<file path="src/design/local_directional_pattern_code_macros.svh">
// ----------------------------------------------------------------------------
// Local directional pattern code - assertion macros
// Wraps concurrent assertions so that synthesis sees empty bodies.
// ----------------------------------------------------------------------------
`ifndef LOCAL_DIRECTIONAL_PATTERN_CODE_MACROS_SVH
`define LOCAL_DIRECTIONAL_PATTERN_CODE_MACROS_SVH

`ifndef SYNTHESIS
`define LDPC_ASSERT_IMP(lbl, clk, rst_n, ante, cons) \
    lbl: assert property (@(posedge clk) disable iff (!rst_n) (ante) |-> (cons)) \
        else $error("assertion failed");
`define LDPC_ASSERT_NXT(lbl, clk, rst_n, ante, cons) \
    lbl: assert property (@(posedge clk) disable iff (!rst_n) (ante) |=> cons) \
        else $error("assertion failed");
`else
`define LDPC_ASSERT_IMP(lbl, clk, rst_n, ante, cons)
`define LDPC_ASSERT_NXT(lbl, clk, rst_n, ante, cons)
`endif

`endif

</file>
<file path="src/design/ldpc_pkg.sv">
// ----------------------------------------------------------------------------
// Local directional pattern code - package
// Fixed widths, compass direction taps and the pattern rank table.
// ----------------------------------------------------------------------------
package ldpc_pkg;

    localparam int PIX_W  = 16;
    localparam int NDIR   = 8;
    localparam int NTAP   = 3;
    localparam int KSEL   = 3;
    localparam int CODE_W = 6;

    typedef enum logic [2:0] {
        NB_NW = 3'd0,
        NB_N  = 3'd1,
        NB_NE = 3'd2,
        NB_W  = 3'd3,
        NB_E  = 3'd4,
        NB_SW = 3'd5,
        NB_S  = 3'd6,
        NB_SE = 3'd7
    } nb_t;

    typedef nb_t dir_taps_t [NDIR][NTAP];

    localparam dir_taps_t DIR_TAPS = '{
        '{NB_NE, NB_E,  NB_SE},
        '{NB_N,  NB_NE, NB_E },
        '{NB_NW, NB_N,  NB_NE},
        '{NB_NW, NB_N,  NB_W },
        '{NB_NW, NB_W,  NB_SW},
        '{NB_W,  NB_SW, NB_S },
        '{NB_SW, NB_S,  NB_SE},
        '{NB_E,  NB_S,  NB_SE}
    };

    function automatic logic [CODE_W-1:0] rank_of_pattern(input logic [NDIR-1:0] pattern);
        logic [CODE_W-1:0] rank;
        logic [CODE_W-1:0] idx;
        logic [NDIR-1:0]   p;
        rank = '0;
        idx  = '0;
        for (int a = 7; a >= 2; a--) begin
            for (int b = a - 1; b >= 1; b--) begin
                for (int c = b - 1; c >= 0; c--) begin
                    p = NDIR'((1 << a) | (1 << b) | (1 << c));
                    if (p == pattern) begin
                        rank = idx;
                    end
                    idx = idx + 1'b1;
                end
            end
        end
        return rank;
    endfunction

endpackage

</file>
<file path="src/design/ldpc_front.sv">
// ----------------------------------------------------------------------------
// Local directional pattern code - front end
// Accepts a neighborhood beat and registers the eight directional tap sums.
// ----------------------------------------------------------------------------
module ldpc_front
    import ldpc_pkg::*;
#(
    parameter int PIXEL_BITS = 16
)
(
    input  logic                          clk,
    input  logic                          rst_n,
    input  logic                          accept,
    input  logic                          push_ready,
    input  logic [NDIR-1:0][PIX_W-1:0]    pix,
    output logic                          push_valid,
    output logic [NDIR-1:0][PIXEL_BITS+1:0] sums
);

    localparam int SW = PIXEL_BITS + 2;

    logic                   valid_reg;
    logic                   valid_next;
    logic [NDIR-1:0][SW-1:0] sums_reg;
    logic [NDIR-1:0][SW-1:0] sums_next;

    always_comb
    begin
        for (int d = 0; d < NDIR; d++)
        begin
            sums_next[d] = '0;
            for (int t = 0; t < NTAP; t++)
            begin
                sums_next[d] = sums_next[d]
                             + SW'(pix[DIR_TAPS[d][t]][PIXEL_BITS-1:0]);
            end
        end
        valid_next = accept | (valid_reg & ~push_ready);
    end

    always_ff @(posedge clk or negedge rst_n)
    begin
        if (!rst_n)
        begin
            valid_reg <= 1'b0;
        end
        else
        begin
            valid_reg <= valid_next;
        end
    end

    always_ff @(posedge clk)
    begin
        if (accept)
        begin
            sums_reg <= sums_next;
        end
    end

    assign push_valid = valid_reg;
    assign sums       = sums_reg;

endmodule

</file>
<file path="src/design/ldpc_queue.sv">
// ----------------------------------------------------------------------------
// Local directional pattern code - decoupling queue
// Two-entry queue of tap sums between the front end and the back end.
// ----------------------------------------------------------------------------
module ldpc_queue
    import ldpc_pkg::*;
#(
    parameter int W = 144
)
(
    input  logic         clk,
    input  logic         rst_n,
    input  logic         push_valid,
    output logic         push_ready,
    input  logic [W-1:0] push_data,
    output logic         pop_valid,
    input  logic         pop_ready,
    output logic [W-1:0] pop_data
);

    localparam int DEPTH = 2;

    logic [W-1:0] mem_reg [DEPTH];
    logic         wr_ptr_reg;
    logic         wr_ptr_next;
    logic         rd_ptr_reg;
    logic         rd_ptr_next;
    logic [1:0]   count_reg;
    logic [1:0]   count_next;
    logic         do_push;
    logic         do_pop;

    always_comb
    begin
        push_ready  = (count_reg != 2'(DEPTH));
        pop_valid   = (count_reg != 2'd0);
        do_push     = push_valid & push_ready;
        do_pop      = pop_valid & pop_ready;
        wr_ptr_next = wr_ptr_reg ^ do_push;
        rd_ptr_next = rd_ptr_reg ^ do_pop;
        count_next  = count_reg + 2'(do_push) - 2'(do_pop);
        pop_data    = mem_reg[rd_ptr_reg];
    end

    always_ff @(posedge clk or negedge rst_n)
    begin
        if (!rst_n)
        begin
            wr_ptr_reg <= 1'b0;
            rd_ptr_reg <= 1'b0;
            count_reg  <= 2'd0;
        end
        else
        begin
            wr_ptr_reg <= wr_ptr_next;
            rd_ptr_reg <= rd_ptr_next;
            count_reg  <= count_next;
        end
    end

    always_ff @(posedge clk)
    begin
        if (do_push)
        begin
            mem_reg[wr_ptr_reg] <= push_data;
        end
    end

endmodule

</file>
<file path="src/design/ldpc_back.sv">
// ----------------------------------------------------------------------------
// Local directional pattern code - back end
// Ranks the directional sums, picks the three strongest and encodes them.
// ----------------------------------------------------------------------------
module ldpc_back
    import ldpc_pkg::*;
#(
    parameter int PIXEL_BITS = 16
)
(
    input  logic                            clk,
    input  logic                            rst_n,
    input  logic                            in_valid,
    output logic                            in_ready,
    input  logic [NDIR-1:0][PIXEL_BITS+1:0] sums,
    output logic                            done,
    output logic [CODE_W-1:0]               pattern_code,
    output logic [NDIR-1:0]                 pattern_bits
);

    logic                      s1_valid_reg;
    logic [NDIR-1:0][NDIR-1:0] beat_reg;
    logic [NDIR-1:0][NDIR-1:0] beat_next;
    logic                      done_reg;
    logic [CODE_W-1:0]         code_reg;
    logic [CODE_W-1:0]         code_next;
    logic [NDIR-1:0]           bits_reg;
    logic [NDIR-1:0]           bits_next;
    logic [3:0]                cnt;

    // A direction is outranked by a larger sum, or by an equal sum at a lower direction.
    always_comb
    begin
        for (int d = 0; d < NDIR; d++)
        begin
            for (int e = 0; e < NDIR; e++)
            begin
                if (e < d)
                begin
                    beat_next[d][e] = (sums[e] >= sums[d]);
                end
                else if (e > d)
                begin
                    beat_next[d][e] = (sums[e] > sums[d]);
                end
                else
                begin
                    beat_next[d][e] = 1'b0;
                end
            end
        end
    end

    always_comb
    begin
        bits_next = '0;
        cnt       = '0;
        for (int d = 0; d < NDIR; d++)
        begin
            cnt = '0;
            for (int e = 0; e < NDIR; e++)
            begin
                cnt = cnt + 4'(beat_reg[d][e]);
            end
            bits_next[NDIR-1-d] = (cnt < 4'(KSEL));
        end
        code_next = rank_of_pattern(bits_next);
    end

    always_ff @(posedge clk or negedge rst_n)
    begin
        if (!rst_n)
        begin
            s1_valid_reg <= 1'b0;
            done_reg     <= 1'b0;
        end
        else
        begin
            s1_valid_reg <= in_valid;
            done_reg     <= s1_valid_reg;
        end
    end

    always_ff @(posedge clk)
    begin
        if (in_valid)
        begin
            beat_reg <= beat_next;
        end
        if (s1_valid_reg)
        begin
            code_reg <= code_next;
            bits_reg <= bits_next;
        end
    end

    assign in_ready     = 1'b1;
    assign done         = done_reg;
    assign pattern_code = code_reg;
    assign pattern_bits = bits_reg;

endmodule

</file>
<file path="src/design/local_directional_pattern_code.sv">
// ----------------------------------------------------------------------------
// Local directional pattern code - top level
// Kirsch compass pattern code of a 3x3 neighborhood, three strongest directions.
// ----------------------------------------------------------------------------
// done follows an accepted beat via sum, queue, compare and encode registers.
// Throughput: one beat per cycle; busy stays low because the back end never stalls.
// The rate is set by the registered tap adder in the front end and the
// two-stage compare and encode pipeline in the back end.
// Reset: rst_n clears all valid flags and queue pointers at once; no clearing pass.
`include "local_directional_pattern_code_macros.svh"

module local_directional_pattern_code
    import ldpc_pkg::*;
#(
    parameter int PIXEL_BITS = 16
)
(
    input  logic               clk,
    input  logic               rst_n,
    input  logic               start,
    output logic               busy,
    input  logic [PIX_W-1:0]   pix_nw,
    input  logic [PIX_W-1:0]   pix_n,
    input  logic [PIX_W-1:0]   pix_ne,
    input  logic [PIX_W-1:0]   pix_w,
    input  logic [PIX_W-1:0]   pix_e,
    input  logic [PIX_W-1:0]   pix_sw,
    input  logic [PIX_W-1:0]   pix_s,
    input  logic [PIX_W-1:0]   pix_se,
    output logic               done,
    output logic [CODE_W-1:0]  pattern_code,
    output logic [NDIR-1:0]    pattern_bits
);

    localparam int SW = PIXEL_BITS + 2;
    localparam int QW = NDIR * SW;

    logic [NDIR-1:0][PIX_W-1:0] pix;
    logic                       accept;
    logic                       push_valid;
    logic                       push_ready;
    logic [NDIR-1:0][SW-1:0]    front_sums;
    logic                       pop_valid;
    logic                       pop_ready;
    logic [QW-1:0]              pop_data;

    always_comb
    begin
        pix[NB_NW] = pix_nw;
        pix[NB_N]  = pix_n;
        pix[NB_NE] = pix_ne;
        pix[NB_W]  = pix_w;
        pix[NB_E]  = pix_e;
        pix[NB_SW] = pix_sw;
        pix[NB_S]  = pix_s;
        pix[NB_SE] = pix_se;
    end

    assign busy   = push_valid & ~push_ready;
    assign accept = start & ~busy;

    ldpc_front #(
        .PIXEL_BITS (PIXEL_BITS)
    ) u_front (
        .clk        (clk),
        .rst_n      (rst_n),
        .accept     (accept),
        .push_ready (push_ready),
        .pix        (pix),
        .push_valid (push_valid),
        .sums       (front_sums)
    );

    ldpc_queue #(
        .W (QW)
    ) u_queue (
        .clk        (clk),
        .rst_n      (rst_n),
        .push_valid (push_valid),
        .push_ready (push_ready),
        .push_data  (QW'(front_sums)),
        .pop_valid  (pop_valid),
        .pop_ready  (pop_ready),
        .pop_data   (pop_data)
    );

    ldpc_back #(
        .PIXEL_BITS (PIXEL_BITS)
    ) u_back (
        .clk          (clk),
        .rst_n        (rst_n),
        .in_valid     (pop_valid),
        .in_ready     (pop_ready),
        .sums         (pop_data),
        .done         (done),
        .pattern_code (pattern_code),
        .pattern_bits (pattern_bits)
    );

    `LDPC_ASSERT_IMP(a_three_bits, clk, rst_n, done, $countones(pattern_bits) == 3)
    `LDPC_ASSERT_IMP(a_code_range, clk, rst_n, done, pattern_code <= 6'd55)
    `LDPC_ASSERT_NXT(a_latency, clk, rst_n, accept, ##3 done)
    `LDPC_ASSERT_IMP(a_never_busy, clk, rst_n, 1'b1, !busy)

endmodule

</file>
<file path="config.mk">
export PLATFORM = sky130hd
export DESIGN_NAME = local_directional_pattern_code
export DESIGN_NICKNAME = d
export VERILOG_FILES = /design/src/design/ldpc_pkg.sv /design/src/design/ldpc_front.sv /design/src/design/ldpc_queue.sv /design/src/design/ldpc_back.sv /design/src/design/local_directional_pattern_code.sv
export VERILOG_INCLUDE_DIRS = /design/src /design/src/design
export SDC_FILE = /design/constraint.sdc
export NUM_CORES = 1
export LEC_CHECK = 0
export ABC_CLOCK_PERIOD_IN_PS = 7200
export BUFFER_PORTS_ARGS = -buffer_cell sky130_fd_sc_hd__buf_2
export CAP_MARGIN = 5
export CORE_UTILIZATION = 45
export CTS_CLUSTER_DIAMETER = 120
export DETAILED_ROUTE_END_ITERATION = 8
export PLACE_DENSITY = 0.72
export SLEW_MARGIN = 20
export SYNTH_ARGS = -nofsm -noshare
export SYNTH_HDL_FRONTEND = slang
export SYNTH_SLANG_ARGS = --single-unit
</file>
<file path="constraint.sdc">
create_clock -name clk -period 7.2 [get_ports clk]
set_input_delay 0.36 -clock clk [delete_from_list [all_inputs] [get_ports clk]]
set_output_delay 0.36 -clock clk [all_outputs]
set_load 0.01 [all_outputs]
</file>
==> Word level (Yosys, flattened, before mapping) <==
Memories as Yosys holds them, arrays and structs flattened.
Index checks and enable logic that the tools add are counted.
{ "op_classes": {"addsub": 65, "order_cmp": 64, "eq_ne": 56, "mux": 56, "bitwise_logic": 8, "n_reduce_logical": 5} }
{ "ops": {"columns": ["operator", "n"], "rows": [
  ["18-bit >= comparator", 28],
  ["18-bit > comparator", 28],
  ["6-bit 2-to-1 mux", 30],
  ["4-bit by 1-bit adder with 4-bit output", 40],
  ["8-bit == test, first input constant", 20],
  ["18-bit by 16-bit adder with 18-bit output", 8],
  ["7-bit by 8-bit == test with 1-bit output, first input constant", 15],
  ["16-bit by 16-bit adder with 17-bit output", 7],
  ["6-bit by 8-bit == test with 1-bit output, first input constant", 10],
  ["5-bit 2-to-1 mux", 16],
  ["5-bit by 8-bit == test with 1-bit output, first input constant", 6],
  ["4-bit by 2-bit less-than comparator with 1-bit output, second input constant", 8],
  ["4-bit by 8-bit == test with 1-bit output, first input constant", 3],
  ["24-bit OR reduction", 1],
  ["1-bit by 1-bit adder with 2-bit output", 8],
  ["3-bit 2-to-1 mux", 4],
  ["3-bit by 8-bit == test with 1-bit output, first input constant", 1],
  ["8-bit OR reduction", 1],
  ["1-bit 2-to-1 mux", 4],
  ["2-bit 2-to-1 mux", 2],
  ["4-bit OR reduction", 1],
  ["1-bit AND", 3],
  ["2-bit by 1-bit adder with 2-bit output", 1],
  ["2-bit inequality test, second input constant", 1],
  ["6 further kinds", 8]
]} }
{ "word_totals": {"reg_bits": 221, "mem_bits_rw": 288, "wordCells": 283, "mem_count": 1} }
{ "memory_table": {"columns": ["memory", "depth", "word_bits", "rd", "rd_ports_with_merged_regs", "write_ports", "line", "text"], "rows": [
  ["u_queue.mem_reg", 2, 144, 1, 0, 1, "ldpc_queue.sv:23", "logic [W-1:0] mem_reg [DEPTH];"]
]} }

==> Depth between registers and ports, before layout <==
Gate-level depths: netlist of the first run.
{ "depth": {"word_depth": 62, "ltp_mapped": 19, "depth_no_buf": 18} }

==> Modules after synthesis <==
From an unflattened synthesis of the first run, not the netlist that was laid out.
{ "unflattened": {"cells_unflattened": 3349, "hier_area_um2": 39251.4} }
{ "by_module_without_submodules": {"columns": ["module", "n_inst", "cells_each", "area_per_inst_um2", "seq_area_each_um2"], "rows": [
  ["ldpc_back", 1, 1738, 15651.3, 2152.1],
  ["ldpc_front", 1, 1138, 12767.2, 4349.2],
  ["ldpc_queue", 1, 471, 10810.4, 8748.4],
  ["local_directional_pattern_code", 1, 2, 22.5, 0.0]
]} }

==> Worst setup path after synthesis of the first run <==
Ideal clock, no wire load.
{ "synth_path": {"kind": "flip-flop to flip-flop", "start": "register u_queue.count_reg[1]", "end": "memory u_queue.mem_reg[1][0], enable pin", "arrival_time_ns": 3.961, "t_required_ns": 6.678, "setup_slack_ns": 2.717, "stages_incl_launch_ff": 4, "path_buffers": 0, "synth_period_minus_slack_ns": 4.483, "cell_sequence": "dfrtp_1 > nand2b_1 > and2_1 > ha_1"} }
{ "synth_via": {"elab_chain_len": 4} }
{ "synth_lines": {"columns": ["item", "line", "text"], "rows": [
  ["start: declaration", "ldpc_queue.sv:28", "logic [1:0] count_reg;"],
  ["start signal: assignment", "ldpc_queue.sv:57", "count_reg <= count_next;"],
  ["2-bit inequality test", "ldpc_queue.sv:35", "push_ready = (count_reg != 2'(DEPTH));"],
  ["1-bit AND", "ldpc_queue.sv:37", "do_push = push_valid & push_ready;"],
  ["1-bit 2-to-1 mux", "ldpc_queue.sv:63", "if (do_push)"],
  ["1-bit 2-to-1 mux (implied by the code)", "ldpc_queue.sv:65", "mem_reg[wr_ptr_reg] <= push_data;"],
  ["end: declaration", "ldpc_queue.sv:23", null]
]} }
Every way passes these cells.

==> Worst setup path after layout of the first run <==
{ "layout_path": {"start": "register u_back.beat_reg[33] (netlist name)", "end": "register u_back.code_reg[0] (netlist: u_back.pattern_code[0]), data pin"} }
{ "layout_via": {"elab_chain_len": 62} }
{ "layout_lines": {"columns": ["item", "line", "text"], "rows": [
  ["start: declaration", "ldpc_back.sv:22", "logic [NDIR-1:0][NDIR-1:0] beat_reg;"],
  ["start signal: assignment", "ldpc_back.sv:88", "beat_reg <= beat_next;"],
  ["1-bit by 1-bit adder with 2-bit output *", "ldpc_back.sv:63", "cnt = cnt + 4'(beat_reg[d][e]);"],
  ["4-bit by 1-bit adder with 4-bit output * (5 in a row)", "ldpc_back.sv:63", null],
  ["4-bit by 2-bit less-than comparator with 1-bit output *", "ldpc_back.sv:65", "bits_next[NDIR-1-d] = (cnt < 4'(KSEL));"],
  ["8-bit == test", "ldpc_pkg.sv:47", "if (p == pattern) begin"],
  ["1-bit 2-to-1 mux", "ldpc_pkg.sv:47", null],
  ["6-bit 2-to-1 mux (30 in a row)", "ldpc_pkg.sv:47", null],
  ["5-bit 2-to-1 mux (16 in a row)", "ldpc_pkg.sv:47", null],
  ["3-bit 2-to-1 mux (4 in a row)", "ldpc_pkg.sv:47", null],
  ["2-bit 2-to-1 mux (2 in a row)", "ldpc_pkg.sv:47", null],
  ["1-bit 2-to-1 mux", "ldpc_pkg.sv:47", null],
  ["end signal: assignment", "ldpc_back.sv:92", "code_reg <= code_next;"],
  ["end: declaration", "ldpc_back.sv:25", "logic [CODE_W-1:0] code_reg;"]
]} }
Every way passes the cells marked *; elsewhere a longest branch is shown, timed or not.
A chain may end at the register's enable or synchronous reset.

==> results.cfg, run 1 <==
[run_status]
outcome = finished with violations
failed_checks = DRC

[floorplan]
initial_utilization = 0.4558
core_area_um2 = 88650
die_width_um = 301.6
die_h_um = 301.6
top_level_ports = 147
die_area_um2 = 90990
number_of_standard_cell_rows_in_the_floorplan = 109

[sta]
maxSlewViolCount = 0
tightest_slew_ns = 1.147
relSlewSlack = 0.2133
final.setup.worst_slack_ns = 1.982
timing.fmax_mhz = 191.6
period_share = 0.7247
final_worst_path_period_need_ns = 5.218
setup_tns_ns = 0
final-setup-viol-count = 0
clock-skew-final_ns = 0.04196
final-hold-violation-count = 0
setup_repair_after_global_routing_missed_its_margin = no

[logic_synthesis]
post_syn_area_um2 = 40410
postSynthNetCount = 4621
synth.lib_cells_used.distinct = 67
ys.flop_type = sky130_fd_sc_hd__edfxtp_1
postSynthAreaPerCell_um2 = 11.00
yosys_warnings = 0
synthCells = 3673
yosysSeqAreaShare = 0.3774
yosys_register_bits = 509
asyncSetResetFlopFracSynth = 0.01375
synth_edf_count = 502

[grt]
wire_length_of_the_first_global_routing_pass_um = 178300
pin_count_of_the_biggest_net_entering_global_routing = 79
first_global_vias = 30550
grt_util_all_layers = 0.2600
initial_antenna_violation_count = 1
grt.overflow.total = 0

[detailed_routing]
drc = 3
ant_nets = 0
route.detailed.vias_per_inst = 6.030
detailedRoute.firstIterationViolations = 2442
routed-via-count = 30870
wirelength_um = 119100
routedWlPerCell_um = 23.27
first_pass_iters = 8

[placement]
detailedPlacementHpwl_um = 96660
port_buffers = 146
detailedPlace.worstSlack_ns = 2.005
gp_congestion = 1.010

[critical_path]
worstPathRequired_ns = 7.58
path_max_fanout = 21
critPathArrivalTime_ns = 5.60
crit_path_end_kind = flop
setup.worst_path.class = flop to flop
worst_setup_path_start_kind = flop

[clock_tree]
path_clk_slew_ns = 0.07
cts_max_path_buffers = 3
hold_bufs_at_cts = 2
clock_tree_from_tritoncts = built
worst_skew_pair.late_latency_ns = 0.65
cts-buffers-inserted = 53
tritoncts_num_sinks = 509
cts-resized-gates = 0
post_cts.repair.setup_buffers = 0
h_tree_depth = 2
cts.root.buffer_cell = sky130_fd_sc_hd__clkbuf_16

[layout]
number_of_antenna_diodes = 0
share_of_final_layout_standard_cells_stronger_than_drive_strength_1 = 0.08700
final_cell_mix = sky130_fd_sc_hd__ha_1, sky130_fd_sc_hd__edfxtp_1, sky130_fd_sc_hd__inv_1
synthToLayoutAreaGrowth_pct = 10.67
finish.net_count = 4861
largest_register_ffs = 288
final_common_cell = sky130_fd_sc_hd__ha_1
finalCoreUtilization = 0.5044

[flow_run]
maxcap_violations = 0

[hold_path]
worstHoldPathType = primary input to flop
[Yosys cell counts, types with 20 or more instances]
cell type	n	area, um^2
sky130_fd_sc_hd__nand2_1	129	484.2
sky130_fd_sc_hd__a211oi_1	47	352.8
sky130_fd_sc_hd__a21oi_1	227	1136
sky130_fd_sc_hd__o211ai_1	20	150.1
sky130_fd_sc_hd__ha_1	778	9734
sky130_fd_sc_hd__nor3_1	96	480.5
sky130_fd_sc_hd__and4_1	28	245.2
sky130_fd_sc_hd__o21a_1	91	683.2
sky130_fd_sc_hd__a21o_1	198	1486
sky130_fd_sc_hd__fa_1	39	780.8
sky130_fd_sc_hd__nand4_1	89	556.8
sky130_fd_sc_hd__edfxtp_1	502	15070
sky130_fd_sc_hd__nand2b_1	32	200.2
sky130_fd_sc_hd__inv_1	267	1002
sky130_fd_sc_hd__o21ai_0	118	590.6
sky130_fd_sc_hd__xnor2_1	133	1165
sky130_fd_sc_hd__nor2_1	186	698.2
sky130_fd_sc_hd__xor2_1	54	473.0
sky130_fd_sc_hd__o21bai_1	26	195.2
sky130_fd_sc_hd__mux2_2	21	236.5
sky130_fd_sc_hd__nand3_1	65	325.3
sky130_fd_sc_hd__mux2i_1	137	1371
sky130_fd_sc_hd__nor2b_1	64	400.4
sky130_fd_sc_hd__a31oi_1	39	244.0
[cells by family (layout without fill, tap and decap cells)]
kind of cell	after synthesis	count (layout)	share of synthesized area
xor+xnor	187	187	0.04054
simple gates	763	763	0.09575
compound gates	941	941	0.1586
buf+inv	298	579	0.02768
mux	158	158	0.03979
flops	509	509	0.3774
fa+ha+maj	817	817	0.2602
[layout make-up]
class | instances | area, um^2
Tap cell | 1165 | 1458
Timing Repair Buffer | 213 | 1251
Inverter | 270 | 1013
Clock inverter | 32 | 305.3
Fill cell | 7937 | 43930
Clock buffer | 64 | 1368
Sequential cell | 509 | 15250
Multi-Input combinational cell | 2866 | 24070
[metal layers]
metal	wire, um	GRT usage
met3	7235	0.03062
met5	0	0
met1	49890	0.3323
met4	7543	0.1417
met2	54440	0.4290
[critical path, cell delays in order, from the launching register on]
cell and delay [ns]:
sky130_fd_sc_hd__edfxtp_1 0.37, sky130_fd_sc_hd__ha_1 0.28, sky130_fd_sc_hd__inv_1 0.04, sky130_fd_sc_hd__fa_1 0.49
sky130_fd_sc_hd__fa_1 0.41, sky130_fd_sc_hd__inv_1 0.06, sky130_fd_sc_hd__ha_1 0.16, sky130_fd_sc_hd__inv_1 0.06
sky130_fd_sc_hd__fa_1 0.37, sky130_fd_sc_hd__a211oi_1 0.24, sky130_fd_sc_hd__mux2i_1 0.10, sky130_fd_sc_hd__or2_2 0.50
sky130_fd_sc_hd__inv_1 0.51, sky130_fd_sc_hd__nor2_1 0.24, sky130_fd_sc_hd__o221a_2 0.32, sky130_fd_sc_hd__a31oi_1 0.13
sky130_fd_sc_hd__nand4_1 0.12, sky130_fd_sc_hd__o31a_1 0.14, sky130_fd_sc_hd__or4_1 0.40
[through the flow]
| stage | cells | cell area, um^2 | hold slack (ns) |
|---|---|---|---|
| after floorplan | 3673 | 40410 | 0.06441 |
| after global placement | 5021 | 43020 | 0.2497 |
| after detailed placement | 5021 | 43020 | 0.2530 |
| after CTS | 5119 | 44710 | 0.07307 |
| after global routing | 5119 | 44720 | 0.08772 |
| final | 5119 | 44720 | 0.09454 |
[path summary, 6_finish.rpt]
| kind | startpoint | endpoint | slack (ns) | cells past startpoint |
|---|---|---|---|---|
| worst max-delay path | u_back.beat_reg[33] | u_back.pattern_code[0] | 1.98 | 18 |
| worst min-delay path | pix_se[0] | u_front.sums[108] | 0.09 | 2 |
| worst max register to register | u_back.beat_reg[33] | u_back.pattern_code[0] | 1.98 | 18 |
| worst min register to register | u_front.sums[82] | u_queue.mem_reg[0][82] | 0.44 | 0 |
| max in group asynchronous | rst_n | u_queue.rd_ptr_reg | 6.85 | 2 |
| min in group asynchronous | rst_n | u_queue.rd_ptr_reg | 0.12 | 2 |
Power of run 1 is left out: the tool's default activity adds up to more than one toggle a clock period on the data nets, which glitch-free logic cannot reach.
==> inputs of run 2 (changes only) <==
ABC_CLOCK_PERIOD_IN_PS = 5140   (was 7200)
clock period = 5.14 ns   (was 7.2 ns; I/O delays follow)
==> results.cfg, run 2 (synthesis results as in run 1) <==
[sta]
timing.fmax_mhz = 209.5
tightest_slew_ns = 0.9914
relSlewSlack = 0.3391
clock-skew-final_ns = 0.03397
final-hold-violation-count = 0
setup_repair_after_global_routing_missed_its_margin = no
setup_tns_ns = 0
final-setup-viol-count = 0
period_share = 0.9287
maxSlewViolCount = 0
final.setup.worst_slack_ns = 0.3665
final_worst_path_period_need_ns = 4.774

[detailed_routing]
drc = 3
first_pass_iters = 7
ant_nets = 0
detailedRoute.firstIterationViolations = 2554
wirelength_um = 120000
routedWlPerCell_um = 23.05
routed-via-count = 31140
route.detailed.vias_per_inst = 5.981

[floorplan]
initial_utilization = 0.4558
number_of_standard_cell_rows_in_the_floorplan = 109
die_width_um = 301.6
top_level_ports = 147
die_h_um = 301.6
core_area_um2 = 88650
die_area_um2 = 90990

[critical_path]
worst_setup_path_start_kind = flop
setup.worst_path.class = flop to flop
crit_path_end_kind = flop
path_max_fanout = 6
worstPathRequired_ns = 5.52
critPathArrivalTime_ns = 5.16

[flow_run]
maxcap_violations = 0

[placement]
port_buffers = 146
placed_cell_areas_um2 = 43670
detailedPlace.worstSlack_ns = 0.3404
detailedPlacementHpwl_um = 98050
gp_congestion = 1.032

[grt]
initial_antenna_violation_count = 2
wire_length_of_the_first_global_routing_pass_um = 180000
first_global_vias = 31020
grt_util_all_layers = 0.2631
grt.overflow.total = 0
pin_count_of_the_biggest_net_entering_global_routing = 145

[clock_tree]
post_cts.repair.setup_buffers = 0
clock_tree_from_tritoncts = built
tritoncts_num_sinks = 509
h_tree_depth = 2
path_clk_slew_ns = 0.06
worst_skew_pair.late_latency_ns = 0.64
cts-buffers-inserted = 54
cts.root.buffer_cell = sky130_fd_sc_hd__clkbuf_16
cts_max_path_buffers = 3

[layout]
final_common_cell = sky130_fd_sc_hd__ha_1
largest_register_ffs = 288
synthToLayoutAreaGrowth_pct = 12.68
layout.cell_area.non_filler_um2 = 45530
finalCoreUtilization = 0.5136
share_of_final_layout_standard_cells_stronger_than_drive_strength_1 = 0.1056
final-seq-area_um2 = 15250
num-fill-cells = 7825
number_of_antenna_diodes = 0
multi_input_area_um2 = 24060
finish.net_count = 4945
final_cell_mix = sky130_fd_sc_hd__ha_1, sky130_fd_sc_hd__edfxtp_1, sky130_fd_sc_hd__inv_1

[hold_path]
worstHoldPathType = primary input to asynchronous set/reset pin

[run_status]
outcome = finished with violations
failed_checks = DRC
## run 2: area by class of cell
cell class,instances,area share
clock buffer,65,0.03106
tap,1165,0.03202
clock inverter,36,0.008629
timing repair buffer,296,0.04243
multi-input combinational,2866,0.5286
inverter,270,0.02226
sequential,509,0.3350
## run 2: path summary, 6_finish.rpt
path                                startpoint                endpoint  slack [ns]  cells after the start
hold reg to reg               u_front.sums[62]  u_queue.mem_reg[1][62]        0.44                      0
min in group clk                     pix_ne[0]        u_front.sums[36]        0.10                      2
setup / recovery           u_back.beat_reg[10]  u_back.pattern_code[0]        0.37                     17
hold / removal                           rst_n      u_queue.rd_ptr_reg       0.009                      2
max in group asynchronous                rst_n             u_back.done        4.34                      3
setup reg to reg           u_back.beat_reg[10]  u_back.pattern_code[0]        0.37                     17
## run 2: what timing repair did
action / CTS / global route
hold buffers: 5 / 0
endpoints found under the setup margin: 0 / 0
hold endpoints to repair: 12 / 0
gates resized for setup: 0 / 0
## run 2: through the flow
stage	hold slack [ns]	instances
after global placement	0.1378	5101
after floorplan	-0.03859	3673
after detailed placement	0.1385	5101
after global routing	0.02555	5207
final	0.008819	5207
after CTS	0.002037	5207
## run 2: worst max-delay path: stages (launching register included)
cell and delay, ns:
sky130_fd_sc_hd__edfxtp_1 0.38, sky130_fd_sc_hd__ha_1 0.28, sky130_fd_sc_hd__inv_1 0.04, sky130_fd_sc_hd__fa_1 0.49
sky130_fd_sc_hd__fa_1 0.41, sky130_fd_sc_hd__inv_1 0.07, sky130_fd_sc_hd__ha_1 0.16, sky130_fd_sc_hd__inv_1 0.06
sky130_fd_sc_hd__fa_1 0.40, sky130_fd_sc_hd__a211oi_1 0.27, sky130_fd_sc_hd__mux2i_1 0.19, sky130_fd_sc_hd__o22ai_1 0.46
sky130_fd_sc_hd__nor3_1 0.23, sky130_fd_sc_hd__o221a_2 0.29, sky130_fd_sc_hd__a31oi_1 0.14, sky130_fd_sc_hd__nand4_1 0.12
sky130_fd_sc_hd__o31a_1 0.13, sky130_fd_sc_hd__or4_1 0.39
## run 2: routing by layer
layer  track usage  vias up  part of all wire
li1              -    14800                 -
met1        0.3388    14850              0.42
met2        0.4351     1191              0.46
met3       0.02608      307             0.062
met4        0.1427        0             0.061
met5             0        -                 0
Power of run 2 is left out for the same reason.
